`config.mk`:
```
export PLATFORM = sky130hd
export DESIGN_NAME = hsv_to_rgb_gamma_led
export DESIGN_NICKNAME = d
export VERILOG_FILES = /design/src/hdl/hrgl_pkg.sv /design/src/hdl/hsv_to_rgb_gamma_led.sv /design/src/hdl/hrgl_hsv.sv /design/src/hdl/hrgl_gamma.sv
export SDC_FILE = /design/constraint.sdc
export NUM_CORES = 1
export LEC_CHECK = 0
export ABC_AREA = 1
export BUFFER_PORTS_ARGS = -buffer_cell sky130_fd_sc_hd__buf_2
export CORE_MARGIN = 2
export CORE_UTILIZATION = 60
export DETAILED_ROUTE_END_ITERATION = 6
export PLACE_DENSITY = 0.8
export SLEW_MARGIN = 40
export SYNTH_ARGS = -nofsm -noshare
export SYNTH_HDL_FRONTEND = slang
export SYNTH_SLANG_ARGS = --single-unit
```
`constraint.sdc`:
```
create_clock -name clk_i -period 5.25 [get_ports clk_i]
set_input_delay 0.2625 -clock clk_i [delete_from_list [all_inputs] [get_ports clk_i]]
set_output_delay 0.2625 -clock clk_i [all_outputs]
set_load 0.02 [all_outputs]
```
`src/hdl/hrgl_pkg.sv`:
```
// Package with the request types, stage types and constants of the HSV to RGB LED converter.
package hrgl_pkg;

  localparam int unsigned HueSectors = 6;
  localparam int unsigned CompBits   = 8;
  localparam int unsigned FracBits   = 16;
  localparam int unsigned DutyBits   = 2 * CompBits;
  localparam int unsigned H6Bits     = 11;
  localparam int unsigned FBits      = CompBits + 1;
  localparam int unsigned VsfBits    = DutyBits + FBits;

  typedef enum logic [2:0] {
    SecRedYel  = 3'd0,
    SecYelGrn  = 3'd1,
    SecGrnCyan = 3'd2,
    SecCyanBlu = 3'd3,
    SecBluMag  = 3'd4,
    SecMagRed  = 3'd5
  } sector_e;

  typedef struct packed {
    logic                kind;
    logic                led_select;
    logic [CompBits-1:0] hue_or_red;
    logic [CompBits-1:0] sat_or_green;
    logic [CompBits-1:0] value_or_blue;
  } in_req_t;

  typedef struct packed {
    logic                target_led;
    logic [DutyBits-1:0] red_duty;
    logic [DutyBits-1:0] green_duty;
    logic [DutyBits-1:0] blue_duty;
  } out_req_t;

  typedef struct packed {
    logic en1;
    logic en2;
    logic en3;
    logic en4;
  } stage_en_t;

  typedef struct packed {
    logic                led;
    logic [CompBits-1:0] red;
    logic [CompBits-1:0] green;
    logic [CompBits-1:0] blue;
  } rgb_t;

endpackage

```
`src/hdl/hsv_to_rgb_gamma_led.sv`:
```
// Top level of the HSV to RGB converter with gamma squaring for two LEDs.
//
//   channel | direction | handshake               | payload
//   in      | input     | in_valid_i/in_stall_o   | in_req_i (in_req_t)
//   out     | output    | out_valid_o/out_stall_i | out_req_o (out_req_t)
//
// A request passes four register stages in order: sector and v*s, p and the interpolation
// product, channel selection, and squaring; the last is the output register. One request
// is accepted per cycle unless a stall backs up to the first stage and raises in_stall_o.
// Reset clears only the stage valid bits. A stall holds a full stage and lets the stages
// before it keep filling any empty slot.
module hsv_to_rgb_gamma_led import hrgl_pkg::*; (
  input  logic     clk_i,
  input  logic     rst_ni,
  input  logic     in_valid_i,
  output logic     in_stall_o,
  input  in_req_t  in_req_i,
  output logic     out_valid_o,
  input  logic     out_stall_i,
  output out_req_t out_req_o
);

  logic      v1_q, v2_q, v3_q, v4_q;
  logic      v1_d, v2_d, v3_d, v4_d;
  logic      rdy1, rdy2, rdy3, rdy4;
  stage_en_t ctrl;
  rgb_t      rgb;

  always_comb begin
    rdy4 = !v4_q || !out_stall_i;
    rdy3 = !v3_q || rdy4;
    rdy2 = !v2_q || rdy3;
    rdy1 = !v1_q || rdy2;
    ctrl.en1 = rdy1 && in_valid_i;
    ctrl.en2 = rdy2 && v1_q;
    ctrl.en3 = rdy3 && v2_q;
    ctrl.en4 = rdy4 && v3_q;
    v1_d = rdy1 ? in_valid_i : v1_q;
    v2_d = rdy2 ? v1_q : v2_q;
    v3_d = rdy3 ? v2_q : v3_q;
    v4_d = rdy4 ? v3_q : v4_q;
  end

  always_ff @(posedge clk_i or negedge rst_ni) begin
    if (!rst_ni) begin
      v1_q <= 1'b0;
      v2_q <= 1'b0;
      v3_q <= 1'b0;
      v4_q <= 1'b0;
    end else begin
      v1_q <= v1_d;
      v2_q <= v2_d;
      v3_q <= v3_d;
      v4_q <= v4_d;
    end
  end

  hrgl_hsv u_hsv (
    .clk_i    (clk_i),
    .in_req_i (in_req_i),
    .ctrl_i   (ctrl),
    .rgb_o    (rgb)
  );

  hrgl_gamma u_gamma (
    .clk_i     (clk_i),
    .ctrl_i    (ctrl),
    .rgb_i     (rgb),
    .out_req_o (out_req_o)
  );

  assign in_stall_o  = !rdy1;
  assign out_valid_o = v4_q;

`ifndef SYNTH
  a_empty_no_stall: assert property (@(posedge clk_i) disable iff (!rst_ni)
    !v1_q |-> !in_stall_o) else $error("input stalled with an empty first stage");

  a_duty_range: assert property (@(posedge clk_i) disable iff (!rst_ni)
    out_valid_o |-> (out_req_o.red_duty <= 16'd65025) && (out_req_o.green_duty <= 16'd65025)
                    && (out_req_o.blue_duty <= 16'd65025))
    else $error("duty beyond the square of a full component");

  a_stage_advance: assert property (@(posedge clk_i) disable iff (!rst_ni)
    (v3_q && !(v4_q && out_stall_i)) |=> out_valid_o)
    else $error("request lost between selection and output stage");
`endif

endmodule

```
`src/hdl/hrgl_hsv.sv`:
```
// Three pipeline stages that turn an HSV or RGB request into 8-bit red, green and blue.
module hrgl_hsv import hrgl_pkg::*; (
  input  logic      clk_i,
  input  in_req_t   in_req_i,
  input  stage_en_t ctrl_i,
  output rgb_t      rgb_o
);

  logic                kind1_q, led1_q;
  logic [CompBits-1:0] c0_1_q, c1_1_q, c2_1_q;
  logic [DutyBits-1:0] vs1_q, vs1_d;
  sector_e             sec1_q, sec1_d;
  logic [FBits-1:0]    f1_q, f1_d;
  logic [H6Bits-1:0]   h6;
  logic [H6Bits-1:0]   fall;

  always_comb begin
    h6     = H6Bits'(HueSectors) * H6Bits'(in_req_i.hue_or_red);
    sec1_d = sector_e'(h6[H6Bits-1:CompBits]);
    fall   = H6Bits'({h6[H6Bits-1:CompBits] + 3'd1, {CompBits{1'b0}}}) - h6;
    if (h6[CompBits]) begin
      f1_d = FBits'(h6[CompBits-1:0]);
    end else begin
      f1_d = fall[FBits-1:0];
    end
    vs1_d = DutyBits'(in_req_i.value_or_blue) * DutyBits'(in_req_i.sat_or_green);
  end

  always_ff @(posedge clk_i) begin
    if (ctrl_i.en1) begin
      kind1_q <= in_req_i.kind;
      led1_q  <= in_req_i.led_select;
      c0_1_q  <= in_req_i.hue_or_red;
      c1_1_q  <= in_req_i.sat_or_green;
      c2_1_q  <= in_req_i.value_or_blue;
      vs1_q   <= vs1_d;
      sec1_q  <= sec1_d;
      f1_q    <= f1_d;
    end
  end

  logic                kind2_q, led2_q;
  logic [CompBits-1:0] c0_2_q, c1_2_q, c2_2_q;
  sector_e             sec2_q;
  logic [CompBits-1:0] p2_q;
  logic [VsfBits-1:0]  vsf2_q;
  logic [DutyBits-1:0] pdiff;

  assign pdiff = {c2_1_q, {CompBits{1'b0}}} - vs1_q;

  always_ff @(posedge clk_i) begin
    if (ctrl_i.en2) begin
      kind2_q <= kind1_q;
      led2_q  <= led1_q;
      c0_2_q  <= c0_1_q;
      c1_2_q  <= c1_1_q;
      c2_2_q  <= c2_1_q;
      sec2_q  <= sec1_q;
      p2_q    <= pdiff[DutyBits-1:CompBits];
      vsf2_q  <= VsfBits'(vs1_q) * VsfBits'(f1_q);
    end
  end

  logic [VsfBits-1:0]  udiff;
  logic [CompBits-1:0] u, v, p;
  rgb_t                rgb_d, rgb_q;

  always_comb begin
    udiff     = VsfBits'({c2_2_q, {FracBits{1'b0}}}) - vsf2_q;
    u         = udiff[FracBits+CompBits-1:FracBits];
    v         = c2_2_q;
    p         = p2_q;
    rgb_d.led = led2_q;
    rgb_d.red   = v;
    rgb_d.green = v;
    rgb_d.blue  = v;
    if (kind2_q) begin
      rgb_d.red   = c0_2_q;
      rgb_d.green = c1_2_q;
      rgb_d.blue  = c2_2_q;
    end else begin
      case (sec2_q)
        SecRedYel: begin
          rgb_d.green = u;
          rgb_d.blue  = p;
        end
        SecYelGrn: begin
          rgb_d.red  = u;
          rgb_d.blue = p;
        end
        SecGrnCyan: begin
          rgb_d.red  = p;
          rgb_d.blue = u;
        end
        SecCyanBlu: begin
          rgb_d.red   = p;
          rgb_d.green = u;
        end
        SecBluMag: begin
          rgb_d.red   = u;
          rgb_d.green = p;
        end
        default: begin
          rgb_d.green = p;
          rgb_d.blue  = u;
        end
      endcase
    end
  end

  always_ff @(posedge clk_i) begin
    if (ctrl_i.en3) begin
      rgb_q <= rgb_d;
    end
  end

  assign rgb_o = rgb_q;

endmodule

```
`src/hdl/hrgl_gamma.sv`:
```
// Output stage that squares each color channel into a 16-bit PWM duty.
module hrgl_gamma import hrgl_pkg::*; (
  input  logic      clk_i,
  input  stage_en_t ctrl_i,
  input  rgb_t      rgb_i,
  output out_req_t  out_req_o
);

  out_req_t out_q, out_d;

  always_comb begin
    out_d.target_led = rgb_i.led;
    out_d.red_duty   = DutyBits'(rgb_i.red) * DutyBits'(rgb_i.red);
    out_d.green_duty = DutyBits'(rgb_i.green) * DutyBits'(rgb_i.green);
    out_d.blue_duty  = DutyBits'(rgb_i.blue) * DutyBits'(rgb_i.blue);
  end

  always_ff @(posedge clk_i) begin
    if (ctrl_i.en4) begin
      out_q <= out_d;
    end
  end

  assign out_req_o = out_q;

endmodule
```
# Word-level counts from Yosys, hierarchy flattened
# Index checks and enable logic that the tools add are counted.
[totals] regBits=193 input_bits=30 out_inout_bits=51 wordCells=69
[classes] add_sub_neg=4 multipliers=6 eq_ne=4 n_mux=5 n_reduce_logical=21
[ops] op="multiplier 8 x 8 -> 16 bit" count=4
[ops] op="case mux 8 bit (2 select lines)" count=3
[ops] op="multiplier 16 x 9 -> 24 bit" count=1
[ops] op="two-way mux 24 bit" count=1
[ops] op="subtractor 24 bit" count=1
[ops] op="subtractor 16 bit" count=1
[ops] op="OR reduction 2 bit" count=6
[ops] op="multiplier 2 x 8 -> 10 bit, first input constant" count=1
[ops] op="subtractor 9 bit" count=1
[ops] op="two-way mux 8 bit" count=1
[ops] op="== test 3 x 2 -> 1 bit, second input constant" count=2
[ops] op="zero test 1 bit" count=6
[ops] op="logical AND 1 bit" count=4
[ops] op="logical OR 1 bit" count=4
[ops] op="== test 3 x 1 -> 1 bit, second input constant" count=1
[ops] op="== test 3 bit, second input constant" count=1
[ops] op="zero test 3 bit" count=1
[ops] op="adder 1 bit, second input constant" count=1

# Logic depth before layout (Yosys ltp)
# Gate-level depths: netlist of the first run.
[logic_depth] depth_word=6 mapped_depth=21 ltp_nobuf=19

# Modules after synthesis
# From an unflattened synthesis of the first run, not the netlist that was laid out.
[hier_totals] cells_unflattened=2552 hier_area_um2=20468.4
[by_module_without_submodules] mod="hrgl_hsv" n_inst=1 cells_per_inst=1605 area_each_um2=13240.2 seq_area_each_um2=4113.9
[by_module_without_submodules] mod="hrgl_gamma" n_inst=1 cells_per_inst=926 area_each_um2=7049.3 seq_area_each_um2=1381.3
[by_module_without_submodules] mod="hsv_to_rgb_gamma_led" n_inst=1 cells_per_inst=21 area_each_um2=178.9 seq_area_each_um2=100.1

# Worst setup path before layout of the first run
# Ideal clock, no wire load.
[synth_path] path_kind="register to register" start="register u_hsv.f1_q[3]" end="register u_hsv.vsf2_q[19] (data pin)" setup_time_ps=260 arrival_time_ps=4122 required_time_ps=4990 setup_slack_ps=868 path_stages_with_launch=19 n_path_buf=2 synth_period_minus_slack_ps=4382 cell_sequence="edfxtp_1 -> clkbuf_1 -> clkbuf_1 -> nand2_1 -> fa_1 -> fa_1 -> inv_1 -> fa_1 -> inv_1 -> fa_1 -> inv_1 -> ha_1 -> a21oi_1 -> o21ai_2 -> nand2_1 -> nand2_1 -> nand3_1 -> nand2_1 -> xor2_1"
[synth_between] elab_chain_len=1
[synth_lines] item="from (decl)" line_no="hrgl_hsv.sv:13" rtl="logic [FBits-1:0] f1_q, f1_d;"
[synth_lines] item="from (signal assigned)" line_no="hrgl_hsv.sv:38" rtl="f1_q <= f1_d;"
[synth_lines] item="multiplier 16 x 9 -> 24 bit" line_no="hrgl_hsv.sv:60" rtl="vsf2_q <= VsfBits'(vs1_q) * VsfBits'(f1_q);"
[synth_lines] item="to (signal assigned)" line_no="hrgl_hsv.sv:60"
[synth_lines] item="to (decl)" line_no="hrgl_hsv.sv:46" rtl="logic [VsfBits-1:0] vsf2_q;"
# Every way passes these cells.
# A chain may end at the register's enable or synchronous reset.

# Worst setup path after layout of the first run
[layout_path] start="register u_hsv.f1_q[3]" end="register u_hsv.vsf2_q[14] (data pin)"
# Same word-level chain as after synthesis.

==> results of run 1 <==
==> state kept, by name (all words and copies together), names as in the netlist <==
register           cells
u_hsv.f1_q             7
u_hsv.kind1_q          1
u_hsv.c1_2_q           8
u_hsv.vsf2_q          23
u_hsv.led1_q           1
u_hsv.sec2_q           3
u_hsv.c0_2_q           8
u_hsv.c1_1_q           8
u_hsv.led2_q           1
u_hsv.c0_1_q           8
out_valid_o            1
u_gamma.out_req_o     46
v3_q                   1
u_hsv.p                8
u_hsv.rgb_o           25
u_hsv.vs1_q           16
u_hsv.sec1_q           3
v2_q                   1
v1_q                   1
u_hsv.kind2_q          1
u_hsv.c2_1_q           8
u_hsv.c2_2_q           8
==> logic make-up after synthesis <==
kind of cell,count (synthesis)
flip-flops,187
other,1
buffers and inverters,687
adder cells (fa/ha/maj),398
AO/OA/AOI/OAI,197
XOR/XNOR,93
multiplexers,1
AND/OR/NAND/NOR,782
==> per-layer routing <==
metal / up-vias / GRT usage (%)
li1: 7188 / -
met1: 7125 / 32.3
met2: 401 / 45.9
met3: 96 / 2.88
met4: 0 / 10.6
met5: - / 0
==> worst paths after layout <==
kind                       slack, ns                     from                    endpoint
setup / recovery                0.63  u_hsv.f1_q[3]$_DFFE_PP_  u_hsv.vsf2_q[14]$_DFFE_PP_
hold / removal                  0.02             in_req_i[20]   u_hsv.c0_1_q[4]$_DFFE_PP_
setup reg to reg                0.63  u_hsv.f1_q[3]$_DFFE_PP_  u_hsv.vsf2_q[14]$_DFFE_PP_
hold reg to reg                 0.42  u_hsv.kind1_q$_DFFE_PP_     u_hsv.kind2_q$_DFFE_PP_
max in group asynchronous       5.01                   rst_ni            v3_q$_DFFE_PN0P_
min in group asynchronous       0.13                   rst_ni     out_valid_o$_DFFE_PN0P_
==> worst reg2reg max path: stages, from the launching register on <==
cell	delay [ns]
edfxtp_1	0.78
nand2_1	0.17
fa_1	0.48
fa_1	0.50
inv_1	0.06
fa_1	0.53
inv_1	0.05
fa_1	0.52
inv_1	0.04
ha_1	0.35
a21oi_1	0.26
nor2_1	0.07
nor2_1	0.08
nand2_1	0.15
nand2_1	0.10
nand2_1	0.06
xor2_1	0.17
==> metrics by stage <==
step           util, %  cells
6_report          65.1   2820
5_1_grt           65.1   2820
4_1_cts           65.1   2820
3_5_place_dp      63.0   2784
3_3_place_gp      63.0   2784
2_1_floorplan        -   2348
==> synthesized netlist by cell type, types with 4 or more instances <==
library cell | count | area [um^2]
inv_1 | 597 | 2240
nand2_1 | 523 | 1960
ha_1 | 202 | 2530
fa_1 | 196 | 3920
edfxtp_1 | 183 | 5500
nor2_1 | 121 | 454
a21oi_1 | 109 | 546
nand3_1 | 76 | 380
clkbuf_1 | 73 | 274
xor2_1 | 71 | 622
o21ai_0 | 29 | 145
xnor2_1 | 21 | 184
nand4_1 | 18 | 113
nor3_1 | 14 | 70.1
o21bai_1 | 10 | 75.1
o221ai_1 | 10 | 87.6
a31oi_1 | 8 | 50.1
o22ai_1 | 8 | 50.1
or2_2 | 8 | 50.1
a21o_1 | 6 | 45.0
buf_4 | 6 | 45.0
nand3b_1 | 6 | 45.0
buf_2 | 5 | 25.0
dfrtp_1 | 4 | 100
o21a_1 | 4 | 30.0
==> layout make-up <==
cell class | instances | area, um^2
multi-input cells | 1474 | 11700
fillers | 2630 | 11300
flip-flops and latches | 187 | 5600
inverters | 600 | 2260
well taps | 442 | 553
repair buffers | 85 | 455
clock buffers | 17 | 425
clock inverters | 15 | 230
==> Flow_metrics.wiki, run 1 <==
{| class="wikitable"
! Metric !! Value
|-
| Port Buf Inserts || 77
|-
| Number of nets in the finished design || 2793
|-
| Final worst hold slack || 0.0196 ns
|-
| Share of synthesized cell area in and, or, nand and nor gates || 16.1%
|-
| Detail-routed via count per cell || 5.25
|-
| H-Tree Level Count || 4
|-
| Count of flip-flops with a built-in enable after synthesis || 183
|-
| Cts-stage hold buffer count || 4
|-
| Final Instance Area || 21200 um^2
|-
| Worst setup SP type || register
|-
| Initial antenna violation count || 0
|-
| Global Route Usage Sum || 25.9%
|-
| Worst-path fanout max || 16
|-
| Highest routing layer actually used || met4
|-
| Max-cap violations || 0
|-
| Vias in the first global route || 14851
|-
| Most frequent standard cell in the layout excluding fill and tap cells || inv_1
|-
| Data required time of the worst path || 5.46 ns
|-
| Logic depth of the worst setup path including buffers || 16
|-
| Synthesized-area fraction occupied by ao, oa, aoi and oai cells || 5.68%
|-
| Post-CTS Setup Inserts || 0
|-
| Setup TNS || 0 ns
|-
| Cell breakdown of the critical path || nand2_1 > fa_1 > fa_1 > inv_1 > fa_1 > inv_1 > fa_1 > inv_1 > ha_1 > a21oi_1 > nor2_1 > nor2_1 > nand2_1 > nand2_1 > nand2_1 > xor2_1
|-
| Clock Sinks || 187
|-
| Kind of cell with the highest combined delay on the critical path || adder cells
|-
| Unrepaired setup endpoints after global routing || no
|-
| Height of the die || 186 um
|-
| Slowest Stage Delay on Critical Path || 0.78 ns
|-
| Commonest cells after routing, fill and taps aside || 595 x inv_1, 523 x nand2_1, 202 x ha_1, 196 x fa_1, 183 x edfxtp_1
|-
| Number of distinct library cells after synthesis || 48
|-
| # setup viols final || 0
|-
| Root Buffer || clkbuf_16
|-
| Peak clock frequency supported by timing || 217 MHz
|-
| Final routed wirelength across all metal layers || 41800 um
|-
| Clock Skews || 0.0157 ns
|-
| Final worst-path cycle share || 88.0%
|-
| Area delta synth->final || 6.68%
|-
| Top Ports || 81
|-
| Maximum number of buffers from clock root to sink || 2
|-
| Met3 WL || 1840 um
|-
| Post-synthesis mux area share || 0.0567%
|-
| Initial core utilization || 61.0%
|-
| Pin count of the biggest net entering global routing || 61
|-
| Residual antenna-violating net count after detailed routing || 0
|-
| Capturing element type of the critical path || register
|-
| Path class of the lowest-slack min-delay path || input port to register
|-
| PostCTS Resize Cnt || 0
|-
| Netlist area before placement || 19900 um^2
|-
| Total CTS buffers || 17
|-
| PnR worst setup slack || 0.631 ns
|-
| Number of flip-flops and latches in the synthesized netlist || 187
|-
| N_diodes || 0
|-
| Slowest stage cell, crit path || edfxtp_1
|-
| Measured slew at the worst slew-check pin || 0.747 ns
|-
| Full die area || 34600 um^2
|-
| Drt pass-1 iters || 5
|-
| First-pass GRT wire length || 70500 um
|-
| Sequential element share of the synthesized area || 28.2%
|-
| Largest family of logic cells by synthesized area || adder cells
|-
| Die width || 186 um
|-
| Clk slew on worst S/H paths || 0.09 ns
|-
| Area share of fa/ha/maj cells after synthesis || 32.5%
|-
| Clock insertion delay at the later pin of the skew report || 0.47 ns
|-
| Detailed-placement wirelength estimate || 33400 um
|-
| Slew Viols, Final || 0
|-
| Number of design rule violations left after detail routing || 0
|-
| Fraction of synthesized cell area in xor and xnor cells || 4.20%
|-
| 1st-iter DRT viols || 984
|-
| Placed cell areas || 20500 um^2
|-
| Async SR Flop Fraction || 2.14%
|-
| Arrival time at the worst endpoint || 4.83 ns
|-
| Met1 layer wirelength in the final routing || 17300 um
|-
| Total via count in the routed design || 14810
|-
| Pre-CTS setup slack || 0.734 ns
|-
| Status || complete, no violations
|-
| Routed met2 length || 21100 um
|-
| Average cell area after synthesis || 8.47 um^2
|-
| GP Congestion || 0.924
|-
| Number of hold violations in the final report || 0
|-
| Fraction of layout instances using a drive strength above 1 || 6.18%
|-
| Number of buffer and inverter stages on the critical path || 3
|-
| Final critical path time including I/O delays and setup || 4.62 ns
|-
| Placeable core area || 32500 um^2
|-
| CTS tree || built
|-
| Congestion Overflow GR || 0
|-
| Count of mapped cells out of synthesis || 2346
|-
| Crit Path Category || register to register
|-
| Depth of the worst register-to-register path || 16
|-
| WL/cell || 14.8 um
|-
| # rows || 66
|-
| Dominant synthesized flop cell || edfxtp_1
|-
| Number of warnings issued by yosys || 0
|-
| Number of cells on the worst hold path || 1
|-
| Relative slew slack || 50.2%
|}
Power of run 1 is not shown: default switching activity piles up to over one toggle a cycle in this logic, so the estimate is an artifact.
==> run 2: changes to the inputs <==
--- a/config.mk
+++ b/config.mk
@@ -11,6 +11,7 @@
 export CORE_UTILIZATION = 60
 export DETAILED_ROUTE_END_ITERATION = 6
 export PLACE_DENSITY = 0.8
+export RECOVER_POWER = 25
 export SLEW_MARGIN = 40
 export SYNTH_ARGS = -nofsm -noshare
 export SYNTH_HDL_FRONTEND = slang
==> Flow_metrics.wiki, run 2 (same netlist as run 1, synthesis figures left out) <==
{| class="wikitable"
! Metric !! Value
|-
| Status || complete, no violations
|-
| CTS tree || built
|-
| Final worst-path cycle share || 88.1%
|-
| Cts-stage hold buffer count || 4
|-
| Initial antenna violation count || 0
|-
| Final cell count without fillers || 2820
|-
| Detailed-placement wirelength estimate || 33400 um
|-
| Cell breakdown of the critical path || nand2_1 > fa_1 > fa_1 > inv_1 > fa_1 > inv_1 > fa_1 > inv_1 > ha_1 > a21oi_1 > nor2_1 > nor2_1 > nand2_1 > nand2_1 > nand2_1 > xor2_1
|-
| Number of hold violations in the final report || 0
|-
| Capturing element type of the critical path || register
|-
| Unrepaired setup endpoints after global routing || no
|-
| Arrival time at the worst endpoint || 4.84 ns
|-
| Vias in the first global route || 14851
|-
| Crit Path Category || register to register
|-
| Relative slew slack || 50.3%
|-
| Post-CTS Setup Inserts || 0
|-
| Top Ports || 81
|-
| Final critical path time including I/O delays and setup || 4.62 ns
|-
| Worst setup SP type || register
|-
| Final Instance Area || 21100 um^2
|-
| Path class of the lowest-slack min-delay path || input port to register
|-
| Port Buf Inserts || 77
|-
| PostCTS Resize Cnt || 0
|-
| Total via count in the routed design || 14821
|-
| Fraction of layout instances using a drive strength above 1 || 3.83%
|-
| Detail-routed via count per cell || 5.26
|-
| Root Buffer || clkbuf_16
|-
| Placeable core area || 32500 um^2
|-
| Placed cell areas || 20500 um^2
|-
| Most frequent standard cell in the layout excluding fill and tap cells || inv_1
|-
| Clock Skews || 0.0164 ns
|-
| Reg with most FFs || u_gamma.out_req_o
|-
| # setup viols final || 0
|-
| GP Congestion || 0.924
|-
| Count of filler cells inserted in the layout || 2645
|-
| Slowest Stage Delay on Critical Path || 0.78 ns
|-
| N_diodes || 0
|-
| Total CTS buffers || 17
|-
| Number of design rule violations left after detail routing || 0
|-
| Max FFs per register || 46
|-
| Initial core utilization || 61.0%
|-
| Final routed wirelength across all metal layers || 41900 um
|-
| First-pass GRT wire length || 70500 um
|-
| Measured slew at the worst slew-check pin || 0.745 ns
|-
| Global Route Usage Sum || 25.9%
|-
| Clk slew on worst S/H paths || 0.09 ns
|-
| Max-cap violations || 0
|-
| Congestion Overflow GR || 0
|-
| Area delta synth->final || 6.33%
|-
| Clock Sinks || 187
|-
| Drt pass-1 iters || 5
|-
| Number of buffer and inverter stages on the critical path || 3
|-
| Die width || 186 um
|-
| WL/cell || 14.9 um
|-
| Slowest stage cell, crit path || edfxtp_1
|-
| Worst-path fanout max || 16
|-
| H-Tree Level Count || 4
|-
| Commonest cells after routing, fill and taps aside || 595 x inv_1, 523 x nand2_1, 202 x ha_1, 196 x fa_1, 183 x edfxtp_1
|-
| Data required time of the worst path || 5.46 ns
|-
| 1st-iter DRT viols || 990
|-
| Pin count of the biggest net entering global routing || 61
|-
| Residual antenna-violating net count after detailed routing || 0
|-
| Height of the die || 186 um
|-
| # rows || 66
|-
| Maximum number of buffers from clock root to sink || 2
|-
| Setup TNS || 0 ns
|-
| Peak clock frequency supported by timing || 216 MHz
|-
| Full die area || 34600 um^2
|-
| Number of nets in the finished design || 2793
|-
| Clock insertion delay at the later pin of the skew report || 0.47 ns
|-
| Slew Viols, Final || 0
|-
| Kind of cell with the highest combined delay on the critical path || adder cells
|-
| Total instance count after detailed placement || 2784
|}
## run 2: area by class of cell
cell class / count / area, um^2 / area share [%]
sequential: 187 / 5600 / 26.5
tap: 442 / 553 / 2.62
clock inverter: 15 / 230 / 1.09
multi-input combinational: 1474 / 11700 / 55.2
timing repair buffer: 85 / 385 / 1.82
inverter: 600 / 2260 / 10.7
clock buffer: 17 / 425 / 2.01
## run 2: path summary, 6_finish.rpt
check | end | slack [ns] | depth (start not counted) | startpoint
worst min-delay path | v1_q$_DFFE_PN0N_ | 0.03 | 3 | in_valid_i
worst max-delay path | u_hsv.vsf2_q[14]$_DFFE_PP_ | 0.63 | 16 | u_hsv.f1_q[3]$_DFFE_PP_
min in group asynchronous | out_valid_o$_DFFE_PN0P_ | 0.16 | 2 | rst_ni
max in group asynchronous | v3_q$_DFFE_PN0P_ | 4.91 | 2 | rst_ni
worst min register to register | u_hsv.kind2_q$_DFFE_PP_ | 0.42 | 0 | u_hsv.kind1_q$_DFFE_PP_
worst max register to register | u_hsv.vsf2_q[14]$_DFFE_PP_ | 0.63 | 16 | u_hsv.f1_q[3]$_DFFE_PP_
## run 2: stage by stage
step / utilization [%] / setup WS (ns) / hold slack [ns]
3_3_place_gp: 63.0 / 0.754 / 0.0696
6_report: 64.9 / 0.627 / 0.0274
4_1_cts: 65.1 / 0.681 / 0.00260
5_1_grt: 64.9 / 0.393 / 0.0732
2_1_floorplan: - / 0.868 / -0.0331
3_5_place_dp: 63.0 / 0.734 / 0.0738
## run 2: worst register-to-register path: cells and delay by family, from the launching register on
kind,cells,cell delay [ns]
compound gates,1,0.26
xor+xnor,1,0.17
fa+ha+maj,5,2.38
buf+inv,3,0.15
flops,1,0.78
simple gates,6,0.63
## run 2: per-layer routing
layer	routed length [um]	vias up	GRT usage [%]
met3	1890	93	2.88
met5	0	-	0
li1	-	7191	-
met4	1480	0	10.6
met2	21200	423	45.9
met1	17400	7114	32.3
Power of run 2 is left out for the same reason.
